==> src/rtl/dve_pkg.sv <==
// Shared types and constants of the divisor enumerator.
package dve_pkg;

  // Width of the number and divisor fields on the ports.
  localparam int FIELD_BITS = 13;
  // Default number of low bits of the input that are used.
  localparam int NUMBER_BITS_DEF = 13;

  typedef enum logic [2:0] {
    ST_IDLE,
    ST_CHECK,
    ST_DIV,
    ST_PUSH_D,
    ST_PUSH_Q
  } dve_state_t;

  // Commands from the controller to the datapath.
  typedef struct packed {
    logic load;
    logic div_start;
    logic push_d;
    logic push_q;
    logic advance;
    logic flush;
  } dve_cmd_t;

  // Status from the datapath to the controller.
  typedef struct packed {
    logic sq_le_n;
    logic div_done;
    logic rem_zero;
    logic q_eq_d;
  } dve_stat_t;

endpackage

==> src/rtl/dve_divider.sv <==
// Restoring divider that produces one quotient bit per cycle.
module dve_divider import dve_pkg::*; #(
  parameter int NUMBER_BITS = NUMBER_BITS_DEF,
  parameter int TRIAL_BITS  = (NUMBER_BITS + 1) / 2 + 1
) (
  input  logic                   clk,
  input  logic                   rst_n,
  input  logic                   start,
  input  logic [NUMBER_BITS-1:0] dividend,
  input  logic [TRIAL_BITS-1:0]  divisor,
  output logic                   done,
  output logic [NUMBER_BITS-1:0] quotient,
  output logic [TRIAL_BITS-1:0]  remainder
);

  localparam int CNT_BITS = (NUMBER_BITS > 1) ? $clog2(NUMBER_BITS) : 1;

  logic [NUMBER_BITS-1:0] quo_r, quo_nxt;
  logic [TRIAL_BITS-1:0]  rem_r, rem_nxt;
  logic [TRIAL_BITS-1:0]  div_r;
  logic [CNT_BITS-1:0]    cnt_r;
  logic                   run_r;
  logic                   done_r;
  logic [TRIAL_BITS:0]    trial;
  logic [TRIAL_BITS:0]    diff;
  logic                   ge;

  always_comb begin
    trial   = {rem_r, quo_r[NUMBER_BITS-1]};
    diff    = trial - {1'b0, div_r};
    ge      = (trial >= {1'b0, div_r});
    rem_nxt = ge ? diff[TRIAL_BITS-1:0] : trial[TRIAL_BITS-1:0];
    quo_nxt = {quo_r[NUMBER_BITS-2:0], ge};
  end

  always_ff @(posedge clk) begin
    if (!rst_n) begin
      run_r  <= 1'b0;
      done_r <= 1'b0;
      cnt_r  <= '0;
    end else begin
      done_r <= 1'b0;
      if (start) begin
        run_r <= 1'b1;
        cnt_r <= '0;
      end else if (run_r) begin
        cnt_r <= cnt_r + 1'b1;
        if (cnt_r == CNT_BITS'(NUMBER_BITS - 1)) begin
          run_r  <= 1'b0;
          done_r <= 1'b1;
        end
      end
    end
  end

  always_ff @(posedge clk) begin
    if (start) begin
      quo_r <= dividend;
      rem_r <= '0;
      div_r <= divisor;
    end else if (run_r) begin
      quo_r <= quo_nxt;
      rem_r <= rem_nxt;
    end
  end

  assign done      = done_r;
  assign quotient  = quo_r;
  assign remainder = rem_r;

endmodule

==> src/rtl/dve_datapath.sv <==
// Datapath: held number, trial divisor and its square, divider and result buffer.
module dve_datapath import dve_pkg::*; #(
  parameter int NUMBER_BITS = NUMBER_BITS_DEF
) (
  input  logic                  clk,
  input  logic                  rst_n,
  input  logic [FIELD_BITS-1:0] in_number,
  input  dve_cmd_t              cmd,
  output dve_stat_t             stat,
  output logic                  out_valid,
  output logic [FIELD_BITS-1:0] out_divisor,
  output logic                  out_last
);

  localparam int TRIAL_BITS = (NUMBER_BITS + 1) / 2 + 1;
  localparam int SQ_BITS    = 2 * TRIAL_BITS;

  logic [NUMBER_BITS-1:0] n_r;
  logic [TRIAL_BITS-1:0]  d_r;
  logic [SQ_BITS-1:0]     sq_r;
  logic [NUMBER_BITS-1:0] pend_r, pend_nxt;
  logic                   pend_valid_r, pend_valid_nxt;
  logic                   out_valid_r, out_valid_nxt;
  logic [NUMBER_BITS-1:0] out_div_r, out_div_nxt;
  logic                   out_last_r, out_last_nxt;
  logic                   div_done;
  logic [NUMBER_BITS-1:0] quotient;
  logic [TRIAL_BITS-1:0]  remainder;
  logic                   push;
  logic [NUMBER_BITS-1:0] push_val;

  dve_divider #(
    .NUMBER_BITS (NUMBER_BITS),
    .TRIAL_BITS  (TRIAL_BITS)
  ) u_div (
    .clk       (clk),
    .rst_n     (rst_n),
    .start     (cmd.div_start),
    .dividend  (n_r),
    .divisor   (d_r),
    .done      (div_done),
    .quotient  (quotient),
    .remainder (remainder)
  );

  always_comb begin
    stat.sq_le_n  = (sq_r <= SQ_BITS'(n_r));
    stat.div_done = div_done;
    stat.rem_zero = (remainder == '0);
    stat.q_eq_d   = (quotient == NUMBER_BITS'(d_r));
  end

  // One divisor is held back so the final one can be flagged when the search ends.
  always_comb begin
    push     = cmd.push_d | cmd.push_q;
    push_val = cmd.push_q ? quotient : NUMBER_BITS'(d_r);

    pend_nxt       = pend_r;
    pend_valid_nxt = pend_valid_r;
    out_valid_nxt  = 1'b0;
    out_div_nxt    = pend_r;
    out_last_nxt   = 1'b0;

    if (cmd.load) begin
      pend_valid_nxt = 1'b0;
    end else if (push) begin
      out_valid_nxt  = pend_valid_r;
      pend_nxt       = push_val;
      pend_valid_nxt = 1'b1;
    end else if (cmd.flush) begin
      out_valid_nxt  = pend_valid_r;
      out_last_nxt   = 1'b1;
      pend_valid_nxt = 1'b0;
    end
  end

  always_ff @(posedge clk) begin
    if (!rst_n) begin
      pend_valid_r <= 1'b0;
      out_valid_r  <= 1'b0;
      d_r          <= TRIAL_BITS'(1);
    end else begin
      pend_valid_r <= pend_valid_nxt;
      out_valid_r  <= out_valid_nxt;
      if (cmd.load) begin
        d_r <= TRIAL_BITS'(1);
      end else if (cmd.advance) begin
        d_r <= d_r + 1'b1;
      end
    end
  end

  always_ff @(posedge clk) begin
    pend_r     <= pend_nxt;
    out_div_r  <= out_div_nxt;
    out_last_r <= out_last_nxt;
    if (cmd.load) begin
      n_r  <= in_number[NUMBER_BITS-1:0];
      sq_r <= SQ_BITS'(1);
    end else if (cmd.advance) begin
      // (d+1)^2 = d^2 + 2d + 1
      sq_r <= sq_r + SQ_BITS'({d_r, 1'b1});
    end
  end

  assign out_valid   = out_valid_r;
  assign out_divisor = FIELD_BITS'(out_div_r);
  assign out_last    = out_last_r & out_valid_r;

endmodule

==> src/rtl/dve_ctrl.sv <==
// Controller state machine that sequences the trial divisions.
module dve_ctrl import dve_pkg::*; (
  input  logic      clk,
  input  logic      rst_n,
  input  logic      start,
  input  dve_stat_t stat,
  output dve_cmd_t  cmd,
  output logic      busy
);

  dve_state_t state_r, state_nxt;

  always_ff @(posedge clk) begin
    if (!rst_n) begin
      state_r <= ST_IDLE;
    end else begin
      state_r <= state_nxt;
    end
  end

  always_comb begin
    state_nxt = state_r;
    case (state_r)
      ST_IDLE: begin
        if (start) state_nxt = ST_CHECK;
      end
      ST_CHECK: begin
        state_nxt = stat.sq_le_n ? ST_DIV : ST_IDLE;
      end
      ST_DIV: begin
        if (stat.div_done) state_nxt = stat.rem_zero ? ST_PUSH_D : ST_CHECK;
      end
      ST_PUSH_D: begin
        state_nxt = stat.q_eq_d ? ST_CHECK : ST_PUSH_Q;
      end
      ST_PUSH_Q: begin
        state_nxt = ST_CHECK;
      end
      default: begin
        state_nxt = ST_IDLE;
      end
    endcase
  end

  always_comb begin
    cmd  = '0;
    busy = 1'b1;
    case (state_r)
      ST_IDLE: begin
        busy     = 1'b0;
        cmd.load = start;
      end
      ST_CHECK: begin
        cmd.div_start = stat.sq_le_n;
        cmd.flush     = !stat.sq_le_n;
      end
      ST_DIV: begin
        cmd.advance = stat.div_done & !stat.rem_zero;
      end
      ST_PUSH_D: begin
        cmd.push_d  = 1'b1;
        cmd.advance = stat.q_eq_d;
      end
      ST_PUSH_Q: begin
        cmd.push_q  = 1'b1;
        cmd.advance = 1'b1;
      end
      default: begin
        busy = 1'b0;
      end
    endcase
  end

endmodule

==> src/rtl/divisor_enumerator.sv <==
// Top level of the divisor enumerator: controller plus datapath.
//
// A request is a number on in_number, taken at a rising clock edge where start
// is high and busy is low. Only the low NUMBER_BITS bits of in_number are used.
// The block then lists every divisor of that number on out_divisor, one per
// cycle in which out_valid is high. Divisors come in pairs: a trial divisor d
// and then its cofactor n/d, in ascending order of d, and the cofactor is left
// out when it equals d. The final divisor of a request carries out_last.
// A request for zero produces no results at all.
//
// Trial divisors d = 1, 2, 3 and so on are tried while d*d <= n. Each trial
// takes a compare step and then a division in the bit-serial divider, and a
// divisor pair adds one or two push steps. After a request is taken, busy
// stays high until the search ends. One divisor is held back so that the
// last flag can be set, so the final result appears in the first cycle in
// which busy is low.
//
// The receiver cannot stall the result channel: every strobe is a result.
// Reset is synchronous and active low; it returns the block to idle with no
// result pending.
module divisor_enumerator import dve_pkg::*; #(
  parameter int NUMBER_BITS = NUMBER_BITS_DEF
) (
  input  logic                  clk,
  input  logic                  rst_n,
  input  logic                  start,
  output logic                  busy,
  input  logic [FIELD_BITS-1:0] in_number,
  output logic                  out_valid,
  output logic [FIELD_BITS-1:0] out_divisor,
  output logic                  out_last
);

  dve_cmd_t  cmd;
  dve_stat_t stat;

  // The controller owns sequencing; the datapath owns every stored data value.
  dve_ctrl u_ctrl (
    .clk   (clk),
    .rst_n (rst_n),
    .start (start),
    .stat  (stat),
    .cmd   (cmd),
    .busy  (busy)
  );

  dve_datapath #(
    .NUMBER_BITS (NUMBER_BITS)
  ) u_dp (
    .clk         (clk),
    .rst_n       (rst_n),
    .in_number   (in_number),
    .cmd         (cmd),
    .stat        (stat),
    .out_valid   (out_valid),
    .out_divisor (out_divisor),
    .out_last    (out_last)
  );

endmodule

==> config.mk <==
export PLATFORM = sky130hd
export DESIGN_NAME = divisor_enumerator
export DESIGN_NICKNAME = d
export VERILOG_FILES = /design/src/rtl/dve_pkg.sv /design/src/rtl/dve_divider.sv /design/src/rtl/dve_datapath.sv /design/src/rtl/dve_ctrl.sv /design/src/rtl/divisor_enumerator.sv
export SDC_FILE = /design/constraint.sdc
export NUM_CORES = 1
export LEC_CHECK = 0
export ABC_AREA = 1
export ABC_CLOCK_PERIOD_IN_PS = 4720
export BUFFER_PORTS_ARGS = -buffer_cell sky130_fd_sc_hd__buf_2
export CAP_MARGIN = 30
export CORE_MARGIN = 2
export CORE_UTILIZATION = 35
export DETAILED_ROUTE_END_ITERATION = 7
export SYNTH_ARGS = -nofsm -noshare
export SYNTH_HDL_FRONTEND = slang
export SYNTH_SLANG_ARGS = --single-unit
==> constraint.sdc <==
create_clock -name clk -period 4.72 [get_ports clk]
set_clock_uncertainty 0.15 [all_clocks]
set_input_delay 0.472 -clock clk [delete_from_list [all_inputs] [get_ports clk]]
set_output_delay 0.472 -clock clk [all_outputs]
set_load 0.02 [all_outputs]
==> impl_metrics.env, run 1 <==
export IMPL_ys_types=41
export IMPL_p_leak_uw=0.00276
export IMPL_crit_fanout=24
export IMPL_period_minus_slack_ns=2.78
export IMPL_layout_drive_gt1_share=0.0955
export IMPL_fillers=1532
export IMPL_crit_family="simple AND/OR/NAND/NOR gates"
export IMPL_cp_slowest_cell="nand2_1"
export IMPL_crit_required_ns=4.85
export IMPL_routed_wirelength_mm=12.1
export IMPL_initial_core_util=0.356
export IMPL_grt_setup_unrepaired="false"
export IMPL_maxCapViolations=0
export IMPL_max_stage_delay_ns=0.53
export IMPL_wl_per_cell_um=14.1
export IMPL_synthSimpleGateAreaFrac=0.238
export IMPL_ir_drop_uv=224
export IMPL_hold_buffers=0
export IMPL_ys_ff_latch=104
export IMPL_port_buffers=31
export IMPL_die_width_um=128
export IMPL_avgSynthCellArea_um2=8.46
export IMPL_max_clock_path_buffers=2
export IMPL_start_kind="register"
export IMPL_ys_seq_area_frac=0.475
export IMPL_muxShareOfSynthArea=0
export IMPL_gp_congestion=0.909
export IMPL_dp_hpwl_mm=9.06
export IMPL_first_global_vias=4087
export IMPL_path_class="reg -> reg"
export IMPL_cts_tree="yes"
export IMPL_synth_most_common_cell="nand2_1"
export IMPL_cp_end_kind="register"
export IMPL_grt_overflow=0
export IMPL_rr_worst_depth=12
export IMPL_synth_top_family_by_area="simple AND/OR/NAND/NOR gates"
export IMPL_synthesis_nets=685
export IMPL_holdCritStartpoint="in_number[4]"
export IMPL_cts_root_buf="clkbuf_16"
export IMPL_holdPathEnd="u_dp.n_r[4]"
export IMPL_synth_xor_area_frac=0.0424
export IMPL_syn_instance_count=635
export IMPL_synth_cell_area_mm2=0.00537
export IMPL_postRouteAntennaNets=0
export IMPL_crit_chain="inv_1, ha_1, nand2_1, inv_1, nand3_1, nor2_1, nand2_1, nand2_1, nand2_1, nand2_1, nand2_2, o21ai_0"
export IMPL_drt_iter0_drc=260
export IMPL_synth_edf_count=47
export IMPL_powerDensity_mw_per_mm2=465
export IMPL_dieArea_mm2=0.0164
export IMPL_nets=715
export IMPL_worst_hold_path_type="in -> reg"
export IMPL_post_cts_setup_buffers=0
export IMPL_synth_top_area_cell="edfxtp_1"
export IMPL_crit_arrival_ns=2.91
export IMPL_coreArea_mm2=0.0151
export IMPL_fin_setup_tns_ns=0
export IMPL_fin_crit_sh=0.589
export IMPL_clk_pin_slew_ns=0.08
export IMPL_hold_depth=1
export IMPL_dr_pass1_iters=5
export IMPL_grt_start_max_net_pins=25
export IMPL_viasPerCell=4.93
export IMPL_placementRows=45
export IMPL_synth_compound_area_frac=0.0892
export IMPL_cp_num_buf_inv=2
export IMPL_setup_viol=0
export IMPL_pin_count=32
export IMPL_dp_cells=842
export IMPL_cts_made_buffers=9
export IMPL_ys_async_sr_fraction=0
export IMPL_ys_warn_count=0
export IMPL_synth_common_cells="nand2_1, inv_1, dfxtp_1, nand3_1, nor2_1"
export IMPL_r2r_start="u_dp.n_r[11]"
export IMPL_regToRegSetupSlack_ns=1.94
export IMPL_synth_ff_type="dfxtp_1"
export IMPL_cts_resized=0
export IMPL_antenna_found_initial=0
export IMPL_r2r_end="u_dp.u_div.remainder[0]"
export IMPL_outcome="finished clean"
export IMPL_hold_viol_final=0
export IMPL_grt_use_total=0.157
export IMPL_worst_slew_pin_slew_ns=0.721
export IMPL_drv_slew=0
export IMPL_cts_num_sinks=104
export IMPL_drc=0
export IMPL_insertion_delay_ns=0.36
export IMPL_instances_no_fill=858
export IMPL_fmax_ghz=0.360
export IMPL_synth_area_top_cells="edfxtp_1, dfxtp_1, nand2_1, ha_1, inv_1"
export IMPL_synth_top_area_frac=0.263
export IMPL_grt_pass1_wl_mm=20.3
export IMPL_num_antenna_cells=0
export IMPL_synth_fa_ha_area_frac=0.0820
export IMPL_slew_headroom=0.516
export IMPL_htree_levels=3
export IMPL_critPathMostFrequentCell="nand2_1"
export IMPL_via_count=4230
export IMPL_area_growth_pct=11.8
export IMPL_die_height_um=128
==> cells by family (layout without fill, tap and decap cells) <==
logic type / count (synthesis) / count (layout)
simple gates: 288 / 288
compound gates: 87 / 87
flops: 104 / 104
buf+inv: 96 / 131
fa+ha+maj: 34 / 34
xor+xnor: 26 / 26
==> worst reg2reg max path: cells and delay by family, from the launching register on <==
family          cells  cell delay [ns]
compound gates      1             0.31
flops               1             0.32
simple gates        8             1.47
fa+ha+maj           1             0.30
buf+inv             2             0.14
==> worst max path at each step <==
stage,endpoint,from,cells after the start
finish,u_dp.u_div.remainder[0],u_dp.n_r[11],12
global route,u_dp.u_div.remainder[0],u_dp.n_r[10],12
CTS,u_dp.u_div.remainder[0],u_dp.n_r[11],12
detailed placement,u_dp.u_div.remainder[0],u_dp.n_r[11],12
global placement,u_dp.u_div.quotient[11],u_dp.n_r[11],9
floorplan,u_dp.u_div.quotient[0],u_dp.sq_r[9],11
==> sequential cells by signal (all words and copies together) (netlist names), 3 cells and up <==
signal                cells
u_ctrl.state_r            3
u_dp.d_r                  8
u_dp.n_r                 13
u_dp.out_div_nxt         13
u_dp.out_divisor         13
u_dp.sq_r                16
u_dp.u_div.cnt_r          4
u_dp.u_div.div_r          8
u_dp.u_div.quotient      13
u_dp.u_div.remainder      8
==> power by group <==
part,switching [µW],internal [µW]
Sequential,96.5,1130
Clock,361,428
Combinational,522,258
==> layout make-up <==
type	instances	area [µm²]	area share
Sequential cell	104	2550	0.425
Clock inverter	7	95.1	0.0158
Inverter	83	312	0.0519
Timing Repair Buffer	32	163	0.0271
Clock buffer	9	225	0.0375
Tap cell	188	235	0.0392
Multi-Input combinational cell	435	2420	0.404
==> layer usage <==
metal	vias up	global-route usage	routed length [µm]
li1	2160	-	-
met1	1963	0.209	5730
met2	86	0.253	5550
met3	21	0.0330	480
met4	0	0.0562	295
met5	-	0	0
==> per-stage QoR <==
stage | total power [µW] | setup WS, ns | hold slack (ns) | area (µm²) | util
final | 2790 | 1.94 | 0.135 | 6010 | 0.398
after global routing | 2980 | 1.64 | 0.126 | 6010 | 0.398
after CTS | 2810 | 1.89 | 0.129 | 6010 | 0.398
after detailed placement | 2030 | 1.91 | 0.179 | 5690 | 0.377
after global placement | 1990 | 2.00 | 0.175 | 5690 | 0.377
after floorplan | 1820 | 2.69 | 0.173 | 5370 | -
==> cell usage in the layout, fill, tap and decap left out, types with 2 or more instances in the layout <==
| cell type | n |
|---|---|
| nand4_1 | 9 |
| nor2_4 | 2 |
| ha_1 | 32 |
| a21oi_1 | 36 |
| dfxtp_1 | 57 |
| inv_2 | 4 |
| nand3b_1 | 8 |
| inv_8 | 2 |
| xor2_1 | 21 |
| inv_6 | 2 |
| o21ai_0 | 35 |
| clkbuf_16 | 9 |
| clkinv_1 | 2 |
| nand2_4 | 2 |
| nand3_1 | 56 |
| inv_1 | 77 |
| nor3_2 | 2 |
| nor2_1 | 54 |
| buf_2 | 31 |
| nor3_1 | 6 |
| edfxtp_1 | 47 |
| nand2_2 | 2 |
| o22ai_1 | 2 |
| a211oi_1 | 2 |
| nand2_1 | 144 |
| a21o_1 | 2 |
| xnor2_1 | 5 |
| a21boi_0 | 2 |
| fa_1 | 2 |
Note: power is estimated with default switching activity, not from simulation.
==> run 2, diff against run 1 <==
--- a/config.mk
+++ b/config.mk
@@ -6,7 +6,7 @@
 export NUM_CORES = 1
 export LEC_CHECK = 0
 export ABC_AREA = 1
-export ABC_CLOCK_PERIOD_IN_PS = 4720
+export ABC_CLOCK_PERIOD_IN_PS = 2600
 export BUFFER_PORTS_ARGS = -buffer_cell sky130_fd_sc_hd__buf_2
 export CAP_MARGIN = 30
 export CORE_MARGIN = 2
==> constraint.sdc (replaced) <==
create_clock -name clk -period 2.6 [get_ports clk]
set_clock_uncertainty 0.15 [all_clocks]
set_input_delay 0.26 -clock clk [delete_from_list [all_inputs] [get_ports clk]]
set_output_delay 0.26 -clock clk [all_outputs]
set_load 0.02 [all_outputs]
==> run 2 against run 1 <==
  * Total power grew 83%
  * Clock power rose by 81%
  * Fmax rose by 18%
  * First-iteration DRC count decreased by 4.6%
  * Clock-buffer cell count is the same
  * Critical path depth is 3 higher
==> impl_metrics.env, run 2 (synthesized netlist as in run 1, its figures left out) <==
export IMPL_path_class="reg -> reg"
export IMPL_grtUsageMet2=0.247
export IMPL_max_clock_path_buffers=2
export IMPL_slew_headroom=0.512
export IMPL_outcome="finished clean"
export IMPL_htree_levels=3
export IMPL_postRouteAntennaNets=0
export IMPL_first_global_vias=4137
export IMPL_post_cts_setup_buffers=0
export IMPL_grt_start_max_net_pins=23
export IMPL_grt_use_met1=0.214
export IMPL_setup_viol=0
export IMPL_fillers=1468
export IMPL_hold_depth=3
export IMPL_met3_usage=0.0351
export IMPL_dp_cells=855
export IMPL_antenna_found_initial=0
export IMPL_holdPathEnd="u_dp.u_div.cnt_r[0]"
export IMPL_fmax_ghz=0.424
export IMPL_p_clk_frac=0.280
export IMPL_cts_root_buf="clkbuf_16"
export IMPL_dp_hpwl_mm=9.19
export IMPL_dieArea_mm2=0.0164
export IMPL_dr_pass1_iters=5
export IMPL_power_frac_seq=0.435
export IMPL_pin_count=32
export IMPL_routed_wirelength_mm=12.1
export IMPL_nets=741
export IMPL_drv_slew=0
export IMPL_rr_worst_depth=15
export IMPL_insertion_delay_ns=0.35
export IMPL_p_switching_uw=1790
export IMPL_grt_pass1_wl_mm=20.3
export IMPL_start_kind="register"
export IMPL_die_width_um=128
export IMPL_r2r_start="u_dp.n_r[3]"
export IMPL_ir_drop_uv=318
export IMPL_fin_crit_sh=0.907
export IMPL_grt_overflow=0
export IMPL_largest_register_ffs=16
export IMPL_hold_viol_final=0
export IMPL_holdCritStartpoint="rst_n"
export IMPL_switching_share=0.349
export IMPL_grt_setup_unrepaired="false"
export IMPL_p_int_uw=3330
export IMPL_worst_hold_path_type="in -> reg"
export IMPL_port_buffers=31
export IMPL_drt_iter0_drc=248
export IMPL_cp_end_kind="register"
export IMPL_wl_per_cell_um=13.7
export IMPL_regMostFlops="u_dp.sq_r"
export IMPL_grt_use_total=0.155
export IMPL_powerDensity_mw_per_mm2=820
export IMPL_initial_core_util=0.356
export IMPL_via_count=4342
export IMPL_layout_drive_gt1_share=0.114
export IMPL_cts_num_sinks=104
export IMPL_clk_pin_slew_ns=0.07
export IMPL_top_usage_layer="met2"
export IMPL_coreArea_mm2=0.0151
export IMPL_placementRows=45
export IMPL_p_leak_uw=0.00287
export IMPL_instances_no_fill=884
export IMPL_regToRegSetupSlack_ns=0.24
export IMPL_viasPerCell=4.91
export IMPL_final_common_cell="nand2_1"
export IMPL_crit_required_ns=2.55
export IMPL_cts_tree="yes"
export IMPL_crit_arrival_ns=2.31
export IMPL_worst_slew_pin_slew_ns=0.728
export IMPL_die_height_um=128
export IMPL_gp_congestion=0.927
export IMPL_r2r_end="u_dp.u_div.quotient[9]"
export IMPL_drc=0
export IMPL_crit_fanout=18
export IMPL_p_comb_frac=0.285
export IMPL_num_antenna_cells=0
export IMPL_maxCapViolations=0
export IMPL_fin_setup_tns_ns=0
export IMPL_final_cell_mix="nand2_1, inv_1, dfxtp_1"
export IMPL_period_minus_slack_ns=2.36
export IMPL_cts_made_buffers=9
export IMPL_area_growth_pct=16.3
run 2: power groups by stage:
| stage | sequential (µW) | clock, µW | combinational, µW |
|---|---|---|---|
| finish | 2230 | 1430 | 1460 |
| global route | 2260 | 1540 | 1670 |
| CTS | 2230 | 1470 | 1460 |
| detailed placement | 2260 | 0 | 1430 |
| global placement | 2260 | 0 | 1400 |
| floorplan | 2210 | 0 | 1090 |
run 2: timing repair:
item | CTS | global route
endpoints found under the hold margin | 13 | 0
hold buffers | 13 | 0
setup endpoints to repair | 0 | 27
resized for setup | 0 | 3
run 2: critical path, stage by stage, from the launching register on:
cell	delay, ns
edfxtp_1	0.37
inv_1	0.12
ha_1	0.26
nand2_1	0.08
inv_1	0.04
nand2_1	0.06
nand2_1	0.07
nand2_1	0.06
nand2_1	0.04
nand2_1	0.05
nand2_1	0.04
nand2_1	0.14
nand2_2	0.19
buf_4	0.25
nand2_1	0.08
o21ai_0	0.08
run 2: layer usage:
| metal | up-vias | share of wire |
|---|---|---|
| met5 | - | 0 |
| met1 | 1988 | 0.48 |
| li1 | 2219 | - |
| met3 | 16 | 0.051 |
| met2 | 119 | 0.45 |
| met4 | 0 | 0.014 |
run 2: stage by stage:
step / total power (µW) / cell area [µm²] / hold slack [ns] / setup slack [ns] / utilization
floorplan: 3300 / 5370 / 0.173 / 0.571 / -
global placement: 3660 / 5780 / 0.173 / 0.195 / 0.383
detailed placement: 3700 / 5780 / 0.177 / 0.102 / 0.383
CTS: 5150 / 6230 / 0.0433 / 0.0775 / 0.413
global route: 5470 / 6250 / 0.0502 / 0.0597 / 0.414
finish: 5120 / 6250 / 0.0590 / 0.242 / 0.414
run 2: cell type report:
cell class | count | area (µm²) | share of cell area
timing repair buffer | 58 | 390 | 0.0625
sequential | 104 | 2550 | 0.409
clock inverter | 7 | 95.1 | 0.0152
tap | 188 | 235 | 0.0377
inverter | 83 | 315 | 0.0505
multi-input combinational | 435 | 2430 | 0.389
clock buffer | 9 | 225 | 0.0361
run 2: worst max-delay path by stage:
stage                 startpoint                      end
floorplan           u_dp.sq_r[9]   u_dp.u_div.quotient[0]
global placement     u_dp.n_r[1]   u_dp.u_div.quotient[6]
detailed placement   u_dp.n_r[1]  u_dp.u_div.quotient[10]
CTS                  u_dp.n_r[1]  u_dp.u_div.quotient[10]
global route         u_dp.n_r[1]   u_dp.u_div.quotient[9]
finish               u_dp.n_r[3]   u_dp.u_div.quotient[9]
